--- src/rtl/core/dcd_pkg.sv ---
`timescale 1ns / 1ps
// Shared types, codes and the peripheral routing table of the DMA channel dispatcher.
// Depends on nothing; used by the dispatcher top level.
package dcd_pkg;

    localparam int NUM_CHANNELS    = 4;
    localparam int NUM_PERIPHERALS = 20;
    localparam int CH_W            = 2;
    localparam int PER_W           = 5;
    localparam int TAG_W           = 8;
    localparam int SRC_W           = 3;
    localparam int QENT_W          = PER_W + TAG_W;

    localparam logic [SRC_W-1:0] SRC_NONE = 3'd7;

    typedef enum logic [1:0] {
        CMD_START = 2'd0,
        CMD_DONE  = 2'd1,
        CMD_ABORT = 2'd2
    } cmd_t;

    typedef enum logic [2:0] {
        OC_STARTED = 3'd0,
        OC_QUEUED  = 3'd1,
        OC_BADPER  = 3'd2,
        OC_FULL    = 3'd3,
        OC_IDLE    = 3'd4,
        OC_ABORTED = 3'd5,
        OC_MISS    = 3'd6
    } outcome_t;

    localparam logic [2:0] PER_COUNT [NUM_PERIPHERALS] = '{
        3'd4, 3'd1, 3'd1, 3'd1, 3'd1, 3'd1, 3'd2, 3'd2, 3'd3, 3'd1,
        3'd1, 3'd2, 3'd2, 3'd2, 3'd2, 3'd3, 3'd1, 3'd1, 3'd1, 3'd1
    };

    localparam logic [CH_W-1:0] PER_ORDER [NUM_PERIPHERALS][NUM_CHANNELS] = '{
        '{2'd0, 2'd1, 2'd2, 2'd3},
        '{2'd0, 2'd0, 2'd0, 2'd0},
        '{2'd1, 2'd0, 2'd0, 2'd0},
        '{2'd0, 2'd0, 2'd0, 2'd0},
        '{2'd1, 2'd0, 2'd0, 2'd0},
        '{2'd3, 2'd0, 2'd0, 2'd0},
        '{2'd0, 2'd2, 2'd0, 2'd0},
        '{2'd1, 2'd2, 2'd0, 2'd0},
        '{2'd3, 2'd2, 2'd1, 2'd0},
        '{2'd1, 2'd0, 2'd0, 2'd0},
        '{2'd3, 2'd0, 2'd0, 2'd0},
        '{2'd0, 2'd2, 2'd0, 2'd0},
        '{2'd1, 2'd3, 2'd0, 2'd0},
        '{2'd2, 2'd3, 2'd0, 2'd0},
        '{2'd2, 2'd3, 2'd0, 2'd0},
        '{2'd0, 2'd2, 2'd3, 2'd0},
        '{2'd0, 2'd0, 2'd0, 2'd0},
        '{2'd1, 2'd0, 2'd0, 2'd0},
        '{2'd2, 2'd0, 2'd0, 2'd0},
        '{2'd3, 2'd0, 2'd0, 2'd0}
    };

    localparam logic [SRC_W-1:0] PER_SOURCE [NUM_PERIPHERALS][NUM_CHANNELS] = '{
        '{3'd0, 3'd0, 3'd0, 3'd0},
        '{3'd0, 3'd7, 3'd7, 3'd7},
        '{3'd7, 3'd0, 3'd7, 3'd7},
        '{3'd1, 3'd7, 3'd7, 3'd7},
        '{3'd7, 3'd1, 3'd7, 3'd7},
        '{3'd7, 3'd7, 3'd7, 3'd0},
        '{3'd5, 3'd7, 3'd0, 3'd7},
        '{3'd7, 3'd2, 3'd1, 3'd7},
        '{3'd2, 3'd6, 3'd2, 3'd1},
        '{3'd7, 3'd3, 3'd7, 3'd7},
        '{3'd7, 3'd7, 3'd7, 3'd2},
        '{3'd6, 3'd7, 3'd5, 3'd7},
        '{3'd7, 3'd5, 3'd7, 3'd6},
        '{3'd7, 3'd7, 3'd6, 3'd5},
        '{3'd7, 3'd7, 3'd6, 3'd5},
        '{3'd3, 3'd7, 3'd3, 3'd3},
        '{3'd4, 3'd7, 3'd7, 3'd7},
        '{3'd7, 3'd4, 3'd7, 3'd7},
        '{3'd7, 3'd7, 3'd4, 3'd7},
        '{3'd7, 3'd7, 3'd7, 3'd4}
    };

    // Hardware source select of a valid peripheral on a channel; software and
    // unrouted pairs give zero.
    function automatic logic [SRC_W-1:0] src_sel(input logic [PER_W-1:0] per,
                                                 input logic [CH_W-1:0] ch);
        logic [SRC_W-1:0] src;
        src = PER_SOURCE[per][ch];
        if (per == '0 || src == SRC_NONE)
        begin
            src = '0;
        end
        return src;
    endfunction

endpackage

--- src/rtl/core/dma_channel_dispatcher.sv ---
`timescale 1ns / 1ps
// Top level of the DMA channel dispatcher: sequencer, channel state and queues.
// Depends on dcd_pkg and dcd_ram.
//
// Requests enter on the in_valid/in_ready channel: start (cmd, peripheral, tag),
// done (channel) or abort (channel, tag). Every request gives exactly one result
// on the out_valid/out_ready channel. The block works on one request at a time
// and drops in_ready while it does. A start walks the peripheral's channel
// preference list one entry per cycle. A done or abort touches the per-channel
// queue held in one RAM with a registered read: a done reads the head and then
// moves each later entry down by one with a read and a write; an abort reads and
// compares entries until the tag matches, then moves the later ones down alike.
// Rejected ids, requests on an empty queue and the unused command go straight to
// the result. in_ready returns in the cycle after each result is loaded.
// The result sits in an output register,
// so a new request is taken while an earlier result still waits; a request that
// finishes while the output register is full holds until the receiver takes it.
// Reset marks all channels idle and all queues empty; queue contents need no
// clearing.
module dma_channel_dispatcher #(
    parameter int QUEUE_DEPTH = 8
) (
    input  logic                        clk,
    input  logic                        rst_n,
    input  logic                        in_valid,
    output logic                        in_ready,
    input  logic [1:0]                  cmd,
    input  logic [dcd_pkg::PER_W-1:0]   peripheral,
    input  logic [dcd_pkg::TAG_W-1:0]   tag,
    input  logic [dcd_pkg::CH_W-1:0]    channel,
    output logic                        out_valid,
    input  logic                        out_ready,
    output logic [2:0]                  outcome,
    output logic [dcd_pkg::CH_W-1:0]    out_channel,
    output logic [dcd_pkg::TAG_W-1:0]   out_tag,
    output logic [dcd_pkg::SRC_W-1:0]   source_select,
    output logic                        software_request
);
    import dcd_pkg::*;

    localparam int QDEPTH = NUM_CHANNELS * QUEUE_DEPTH;
    localparam int AW     = (QDEPTH > 1) ? $clog2(QDEPTH) : 1;
    localparam int CW     = $clog2(QUEUE_DEPTH + 1);

    typedef enum logic [9:0] {
        S_IDLE  = 10'b00_0000_0001,
        S_SCAN  = 10'b00_0000_0010,
        S_HREAD = 10'b00_0000_0100,
        S_HCAP  = 10'b00_0000_1000,
        S_SH_RD = 10'b00_0001_0000,
        S_SH_WR = 10'b00_0010_0000,
        S_ARD   = 10'b00_0100_0000,
        S_ACMP  = 10'b00_1000_0000,
        S_FIN   = 10'b01_0000_0000,
        S_SPARE = 10'b10_0000_0000
    } state_t;

    state_t state_reg, state_next;

    logic [NUM_CHANNELS-1:0] busy_reg, busy_next;
    logic [CW-1:0]           qcount_reg [NUM_CHANNELS];
    logic [CW-1:0]           qcount_next [NUM_CHANNELS];

    logic [1:0]        cmd_reg, cmd_next;
    logic [PER_W-1:0]  per_reg, per_next;
    logic [TAG_W-1:0]  tag_reg, tag_next;
    logic [CH_W-1:0]   ch_reg, ch_next;
    logic [1:0]        scan_reg, scan_next;
    logic [CW-1:0]     idx_reg, idx_next;
    logic [QENT_W-1:0] head_reg, head_next;

    logic [2:0]       res_oc_reg, res_oc_next;
    logic [CH_W-1:0]  res_ch_reg, res_ch_next;
    logic [TAG_W-1:0] res_tag_reg, res_tag_next;
    logic [SRC_W-1:0] res_src_reg, res_src_next;
    logic             res_sw_reg, res_sw_next;

    logic             out_valid_reg, out_valid_next;
    logic [2:0]       out_oc_reg, out_oc_next;
    logic [CH_W-1:0]  out_ch_reg, out_ch_next;
    logic [TAG_W-1:0] out_tag_reg, out_tag_next;
    logic [SRC_W-1:0] out_src_reg, out_src_next;
    logic             out_sw_reg, out_sw_next;

    logic              ram_we;
    logic [AW-1:0]     ram_waddr, ram_raddr;
    logic [QENT_W-1:0] ram_wdata, ram_rdata;
    logic [CH_W-1:0]   wr_ch;
    logic [CW-1:0]     wr_idx;

    logic [CH_W-1:0]  scan_ch, first_ch;
    logic [CW-1:0]    idx_inc;
    logic [CW-1:0]    cur_count;
    logic             accept;

    dcd_ram #(
        .WIDTH (QENT_W),
        .DEPTH (QDEPTH)
    ) u_queue_ram (
        .clk   (clk),
        .we    (ram_we),
        .waddr (ram_waddr),
        .wdata (ram_wdata),
        .raddr (ram_raddr),
        .rdata (ram_rdata)
    );

    assign accept    = in_valid && in_ready;
    assign in_ready  = (state_reg == S_IDLE);
    assign idx_inc   = idx_reg + CW'(1);
    assign cur_count = qcount_reg[ch_reg];
    assign scan_ch   = PER_ORDER[per_reg][scan_reg];
    assign first_ch  = PER_ORDER[per_reg][0];
    assign ram_raddr = AW'(int'(ch_reg) * QUEUE_DEPTH + int'(idx_reg));
    assign ram_waddr = AW'(int'(wr_ch) * QUEUE_DEPTH + int'(wr_idx));

    always_comb
    begin
        state_next   = state_reg;
        busy_next    = busy_reg;
        qcount_next  = qcount_reg;
        cmd_next     = cmd_reg;
        per_next     = per_reg;
        tag_next     = tag_reg;
        ch_next      = ch_reg;
        scan_next    = scan_reg;
        idx_next     = idx_reg;
        head_next    = head_reg;
        res_oc_next  = res_oc_reg;
        res_ch_next  = res_ch_reg;
        res_tag_next = res_tag_reg;
        res_src_next = res_src_reg;
        res_sw_next  = res_sw_reg;
        ram_we       = 1'b0;
        ram_wdata    = ram_rdata;
        wr_ch        = ch_reg;
        wr_idx       = idx_reg - CW'(1);

        case (state_reg)
            S_IDLE:
            begin
                if (accept)
                begin
                    cmd_next     = cmd;
                    per_next     = peripheral;
                    tag_next     = tag;
                    ch_next      = channel;
                    scan_next    = '0;
                    idx_next     = '0;
                    res_ch_next  = channel;
                    res_tag_next = '0;
                    res_src_next = '0;
                    res_sw_next  = 1'b0;
                    res_oc_next  = OC_MISS;
                    state_next   = S_FIN;
                    case (cmd)
                        CMD_START:
                        begin
                            if (int'(peripheral) >= NUM_PERIPHERALS)
                            begin
                                res_oc_next = OC_BADPER;
                                res_ch_next = '0;
                            end
                            else
                            begin
                                state_next = S_SCAN;
                            end
                        end
                        CMD_DONE:
                        begin
                            busy_next[channel] = 1'b0;
                            if (qcount_reg[channel] == '0)
                            begin
                                res_oc_next = OC_IDLE;
                            end
                            else
                            begin
                                state_next = S_HREAD;
                            end
                        end
                        CMD_ABORT:
                        begin
                            if (qcount_reg[channel] != '0)
                            begin
                                state_next = S_ARD;
                            end
                        end
                        default:
                        begin
                            res_oc_next = OC_MISS;
                        end
                    endcase
                end
            end
            S_SCAN:
            begin
                if (!busy_reg[scan_ch])
                begin
                    busy_next[scan_ch] = 1'b1;
                    res_oc_next  = OC_STARTED;
                    res_ch_next  = scan_ch;
                    res_tag_next = tag_reg;
                    res_src_next = src_sel(per_reg, scan_ch);
                    res_sw_next  = (per_reg == '0);
                    state_next   = S_FIN;
                end
                else if ({1'b0, scan_reg} + 3'd1 == PER_COUNT[per_reg])
                begin
                    res_ch_next = first_ch;
                    state_next  = S_FIN;
                    if (qcount_reg[first_ch] == CW'(QUEUE_DEPTH))
                    begin
                        res_oc_next = OC_FULL;
                    end
                    else
                    begin
                        ram_we    = 1'b1;
                        wr_ch     = first_ch;
                        wr_idx    = qcount_reg[first_ch];
                        ram_wdata = {per_reg, tag_reg};
                        qcount_next[first_ch] = qcount_reg[first_ch] + CW'(1);
                        res_oc_next  = OC_QUEUED;
                        res_tag_next = tag_reg;
                    end
                end
                else
                begin
                    scan_next = scan_reg + 2'd1;
                end
            end
            S_HREAD:
            begin
                state_next = S_HCAP;
            end
            S_HCAP, S_SH_WR, S_ACMP:
            begin
                if (state_reg == S_HCAP)
                begin
                    head_next = ram_rdata;
                end
                if (state_reg == S_SH_WR)
                begin
                    ram_we = 1'b1;
                end
                if (state_reg == S_ACMP && ram_rdata[TAG_W-1:0] != tag_reg)
                begin
                    if (idx_inc < cur_count)
                    begin
                        idx_next   = idx_inc;
                        state_next = S_ARD;
                    end
                    else
                    begin
                        res_oc_next = OC_MISS;
                        state_next  = S_FIN;
                    end
                end
                else if (idx_inc < cur_count)
                begin
                    idx_next   = idx_inc;
                    state_next = S_SH_RD;
                end
                else
                begin
                    qcount_next[ch_reg] = cur_count - CW'(1);
                    state_next = S_FIN;
                    if (cmd_reg == CMD_DONE)
                    begin
                        if (state_reg == S_HCAP)
                        begin
                            busy_next[ch_reg] = 1'b1;
                            res_oc_next  = OC_STARTED;
                            res_tag_next = ram_rdata[TAG_W-1:0];
                            res_src_next = src_sel(ram_rdata[QENT_W-1:TAG_W], ch_reg);
                            res_sw_next  = (ram_rdata[QENT_W-1:TAG_W] == '0);
                        end
                        else
                        begin
                            busy_next[ch_reg] = 1'b1;
                            res_oc_next  = OC_STARTED;
                            res_tag_next = head_reg[TAG_W-1:0];
                            res_src_next = src_sel(head_reg[QENT_W-1:TAG_W], ch_reg);
                            res_sw_next  = (head_reg[QENT_W-1:TAG_W] == '0);
                        end
                    end
                    else
                    begin
                        res_oc_next  = OC_ABORTED;
                        res_tag_next = tag_reg;
                    end
                end
            end
            S_SH_RD:
            begin
                state_next = S_SH_WR;
            end
            S_ARD:
            begin
                state_next = S_ACMP;
            end
            S_FIN:
            begin
                if (!out_valid_reg || out_ready)
                begin
                    state_next = S_IDLE;
                end
            end
            default:
            begin
                state_next = S_IDLE;
            end
        endcase
    end

    always_comb
    begin
        out_valid_next = out_valid_reg && !out_ready;
        out_oc_next    = out_oc_reg;
        out_ch_next    = out_ch_reg;
        out_tag_next   = out_tag_reg;
        out_src_next   = out_src_reg;
        out_sw_next    = out_sw_reg;
        if (state_reg == S_FIN && (!out_valid_reg || out_ready))
        begin
            out_valid_next = 1'b1;
            out_oc_next    = res_oc_reg;
            out_ch_next    = res_ch_reg;
            out_tag_next   = res_tag_reg;
            out_src_next   = res_src_reg;
            out_sw_next    = res_sw_reg;
        end
    end

    always_ff @(posedge clk or negedge rst_n)
    begin
        if (!rst_n)
        begin
            state_reg     <= S_IDLE;
            busy_reg      <= '0;
            qcount_reg    <= '{default: '0};
            scan_reg      <= '0;
            idx_reg       <= '0;
            cmd_reg       <= '0;
            out_valid_reg <= 1'b0;
        end
        else
        begin
            state_reg     <= state_next;
            busy_reg      <= busy_next;
            qcount_reg    <= qcount_next;
            scan_reg      <= scan_next;
            idx_reg       <= idx_next;
            cmd_reg       <= cmd_next;
            out_valid_reg <= out_valid_next;
        end
    end

    always_ff @(posedge clk)
    begin
        per_reg     <= per_next;
        tag_reg     <= tag_next;
        ch_reg      <= ch_next;
        head_reg    <= head_next;
        res_oc_reg  <= res_oc_next;
        res_ch_reg  <= res_ch_next;
        res_tag_reg <= res_tag_next;
        res_src_reg <= res_src_next;
        res_sw_reg  <= res_sw_next;
        out_oc_reg  <= out_oc_next;
        out_ch_reg  <= out_ch_next;
        out_tag_reg <= out_tag_next;
        out_src_reg <= out_src_next;
        out_sw_reg  <= out_sw_next;
    end

    assign out_valid        = out_valid_reg;
    assign outcome          = out_oc_reg;
    assign out_channel      = out_ch_reg;
    assign out_tag          = out_tag_reg;
    assign source_select    = out_src_reg;
    assign software_request = out_sw_reg;

endmodule

--- src/rtl/core/dcd_ram.sv ---
`timescale 1ns / 1ps
// Generic single-write, single-read RAM with a registered read port.
// Depends on nothing.
module dcd_ram #(
    parameter int WIDTH = 13,
    parameter int DEPTH = 32,
    localparam int AW = (DEPTH > 1) ? $clog2(DEPTH) : 1
) (
    input  logic             clk,
    input  logic             we,
    input  logic [AW-1:0]    waddr,
    input  logic [WIDTH-1:0] wdata,
    input  logic [AW-1:0]    raddr,
    output logic [WIDTH-1:0] rdata
);

    logic [WIDTH-1:0] mem_reg [DEPTH];
    logic [WIDTH-1:0] rdata_reg;

    always_ff @(posedge clk)
    begin
        if (we)
        begin
            mem_reg[waddr] <= wdata;
        end
        rdata_reg <= mem_reg[raddr];
    end

    assign rdata = rdata_reg;

endmodule

--- config.mk ---
export PLATFORM = sky130hd
export DESIGN_NAME = dma_channel_dispatcher
export DESIGN_NICKNAME = d
export VERILOG_FILES = /design/src/rtl/core/dcd_pkg.sv /design/src/rtl/core/dma_channel_dispatcher.sv /design/src/rtl/core/dcd_ram.sv
export SDC_FILE = /design/constraint.sdc
export NUM_CORES = 1
export LEC_CHECK = 0
export ABC_AREA = 0
export BUFFER_PORTS_ARGS = -buffer_cell sky130_fd_sc_hd__buf_2
export CORE_ASPECT_RATIO = 0.6
export CORE_MARGIN = 5
export CORE_UTILIZATION = 66
export CTS_CLUSTER_DIAMETER = 50
export CTS_CLUSTER_SIZE = 30
export DETAILED_ROUTE_END_ITERATION = 6
export PLACE_DENSITY = 0.83
export SLEW_MARGIN = 10
export SYNTH_ARGS = -nofsm -noshare
export SYNTH_HDL_FRONTEND = slang
export SYNTH_HIERARCHICAL = 1
export SYNTH_SLANG_ARGS = --single-unit
--- constraint.sdc ---
create_clock -name clk -period 11.35 [get_ports clk]
set_input_delay 0 -clock clk [delete_from_list [all_inputs] [get_ports clk]]
set_output_delay 0 -clock clk [all_outputs]
set_load 0.01 [all_outputs]
==> flow_summary.toml <==
[status]
status = "completed"

[route]
drc = 0
wl_per_cell_um = 27.5
ant_nets = 0
firstDrtPassIters = 5
routed_wl_um = 59900
drt_iter0_markers = 2088
vias = 15073
vias_per_cell = 6.92

[sta]
post-route-min-period_ps = 6530
final.setup.tns_ps = 0
slew_headroom_pct = 19.2
finalSetupViolCount = 0
finalCritPeriodShare_pct = 57.5
hold_viol = 0
worst_pin_slew_ps = 1210
hold_slack_ps = 146
rsz0062_at_grt = "no"
drv_slew = 0
fmax_ghz = 0.153
fin_skew_ps = 32.8

[cells_and_area]
largest_register_ff_count = 416
post_layout_nonfiller_instances = 2179
num_antenna_cells = 0
drive_above_1_share_pct = 10.3
area_growth_pct = 7.72
post-route-util_pct = 72.6
nets = 1741

[global_routing]
grt_max_degree = 58
grt_pass1_vias = 14049
gr-total-overflow = 0
grt_pass1_wl_um = 88900
grt_usage_pct = 29.8
antenna_found_initial = 1

[power]
peakVddDrop_mv = 0.166
p_leak_nw = 8.32
power_density_nw_per_um2 = 178

[yosys]
synth_top_cell_by_area = "edfxtp_1"
syn_avg_cell_area_um2 = 14.3
synth.distinct_cells = 92
synth_cells = 1662
synth_edf_count = 478
synthFlopType = "edfxtp_1"
mappedNetlistArea_um2 = 23800
synth_top_cell_area_share_pct = 60.4
ys_top_cells_by_area = "edfxtp_1 60%, mux2i_1 9.8%, dfrtp_1 3.9%"
ys_seq_area_share_pct = 65.4
ys_ff_latch = 529
yosysWarnings = 6
synthesis.nets = 1715
async_reset_ff_share_pct = 7.18

[cts]
cts.reportedPaths.clkPinSlew_ps = 100
cts_tree = "done"
cts_buffers = 35
cts_root_buffer = "clkbuf_16"
cts-htree-levels = 2
worst_skew_pair.late_latency_ps = 560
post_cts_buffers = 0
hold_buffers = 21
cts-resized-gates = 0
clock_path_buffers = 3
clkSinkCount = 529

[floorplanning]
dieArea_um2 = 40100
pin_count = 40
die_w_um = 255
initial_core_util_pct = 67.4
die_h_um = 157
rows = 53
core_um2 = 35300

[setup_path]
crit_type = "reg -> reg"
crit_required_ps = 11510
cp.arrival_ps = 6690
worstSetupStartpointType = "flip-flop"
cp-end-kind = "flip-flop"
cp_max_fo = 27

[flow_run]
maxCapViolations = 0

[placed_design]
dp_hpwl_um = 39800
placedCellCount = 2097
port-buffer-count = 39
gp_congestion = 0.971

[hold_path]
hold_class = "in -> async"
## routing by layer
layer / GRT usage [%] / vias to the layer above / wire (um)
met2: 39.0 / 973 / 24100
li1: - / 6505 / -
met3: 13.0 / 85 / 9440
met1: 47.1 / 7510 / 25500
met4: 4.83 / 0 / 866
met5: 0 / - / 0
## cells by family after synthesis
kind of cell | synth area share, %
AOI/OAI and AO/OA | 9.61
xor gates and xnor gates | 0.957
adders and majority gates | 1.68
buffers and inverters | 3.09
DFF | 65.4
muxes | 11.4
and+or+nand+nor | 7.82
## placed cells by master (no fill, tap or decap), drive strengths merged, types with 9 or more instances in the layout
cell         Yosys  routed
xor2            14      14
a22o            35      35
nor2b           13      13
nand4           15      15
nand2b          14      14
mux2i          232     232
edfxtp         478     478
nor4            10      10
a22oi           54      54
nand2          108     108
a31oi           18      18
mux2            14      14
nor2            78      78
buf             58      56
dfxtp           13      13
mux4            10      10
inv             37      50
nor3            28      28
clkbuf          30      37
a21oi           68      68
dlygate4sd3      0      21
o21ai           54      54
o211ai          11      11
dfrtp           37      37
nand3           48      48
ha              32      32
xnor2           12      12
nand3b           9       9
## report_power, final
group	switching, W	internal, W
clock	0.000727	0.000644
combinational	0.000547	0.000224
sequential	0.0000863	0.00234
total	0.00136	0.00321
## synthesized netlist by cell type (all sizes together) (8+ instances only)
cell type  count
mux4          10
a211oi         8
nor2b         13
a31oi         18
nand3b         9
nand2        108
o2bb2ai        8
nor4          10
o22ai          8
xor2          14
ha            32
o21ai         54
nor3          28
a22oi         54
inv           37
nand4         15
mux2          14
clkbuf        30
nand2b        14
xnor2         12
nor2          78
edfxtp       478
a22o          35
dfxtp         13
buf           58
mux2i        232
a21oi         68
o211ai        11
nand3         48
dfrtp         37
## stage by stage
stage          setup slack (ps)  power (W)  cell area (um2)
6_report                   4820    0.00457            25600
5_1_grt                    4520    0.00473            25600
4_1_cts                    4920    0.00456            25600
3_5_place_dp               4940    0.00321            24200
3_3_place_gp               5170    0.00319            24200
2_1_floorplan              5840    0.00290            23800
## path summary, 6_finish.rpt
| check | depth (start not counted) | start | endpoint | slack [ps] |
|---|---|---|---|---|
| setup / recovery | 18 | per_reg[0]$_DFFE_PP_ | u_queue_ram/mem_reg[18][2]$_DFFE_PP_ | 4820 |
| hold / removal | 2 | rst_n | idx_reg[1]$_DFFE_PN0P_ | 150 |
| setup reg to reg | 18 | per_reg[0]$_DFFE_PP_ | u_queue_ram/mem_reg[18][2]$_DFFE_PP_ | 4820 |
| hold reg to reg | 0 | res_tag_reg[3]$_SDFFCE_PP0P_ | out_tag[3]$_DFFE_PP_ | 430 |
| max in group asynchronous | 2 | rst_n | idx_reg[0]$_DFFE_PN0P_ | 10530 |
| min in group clk | 2 | tag[5] | tag_reg[5]$_DFFE_PP_ | 150 |
## worst max-delay path, stage by stage (launching register included)
cell and delay, ps:
edfxtp_1 560, inv_1 260, ha_1 510, inv_1 80, mux4_2 500, mux2_4 370
mux2i_1 490, inv_1 100, ha_1 200, o311a_1 180, nor4_4 230, buf_4 440
nor2_1 80, a21oi_1 170, ha_1 180, xnor2_1 110, buf_4 220, or3b_2 530
nor2_1 900
## layout make-up
cell class	count	area, um2
Clock buffer	37	883
Sequential cell	529	15600
Timing Repair Buffer	77	533
Tap cell	467	584
Clock inverter	24	338
Multi-Input combinational cell	1008	7570
Inverter	37	139
Fill cell	2253	9660
(Power assumes the default switching activity.)
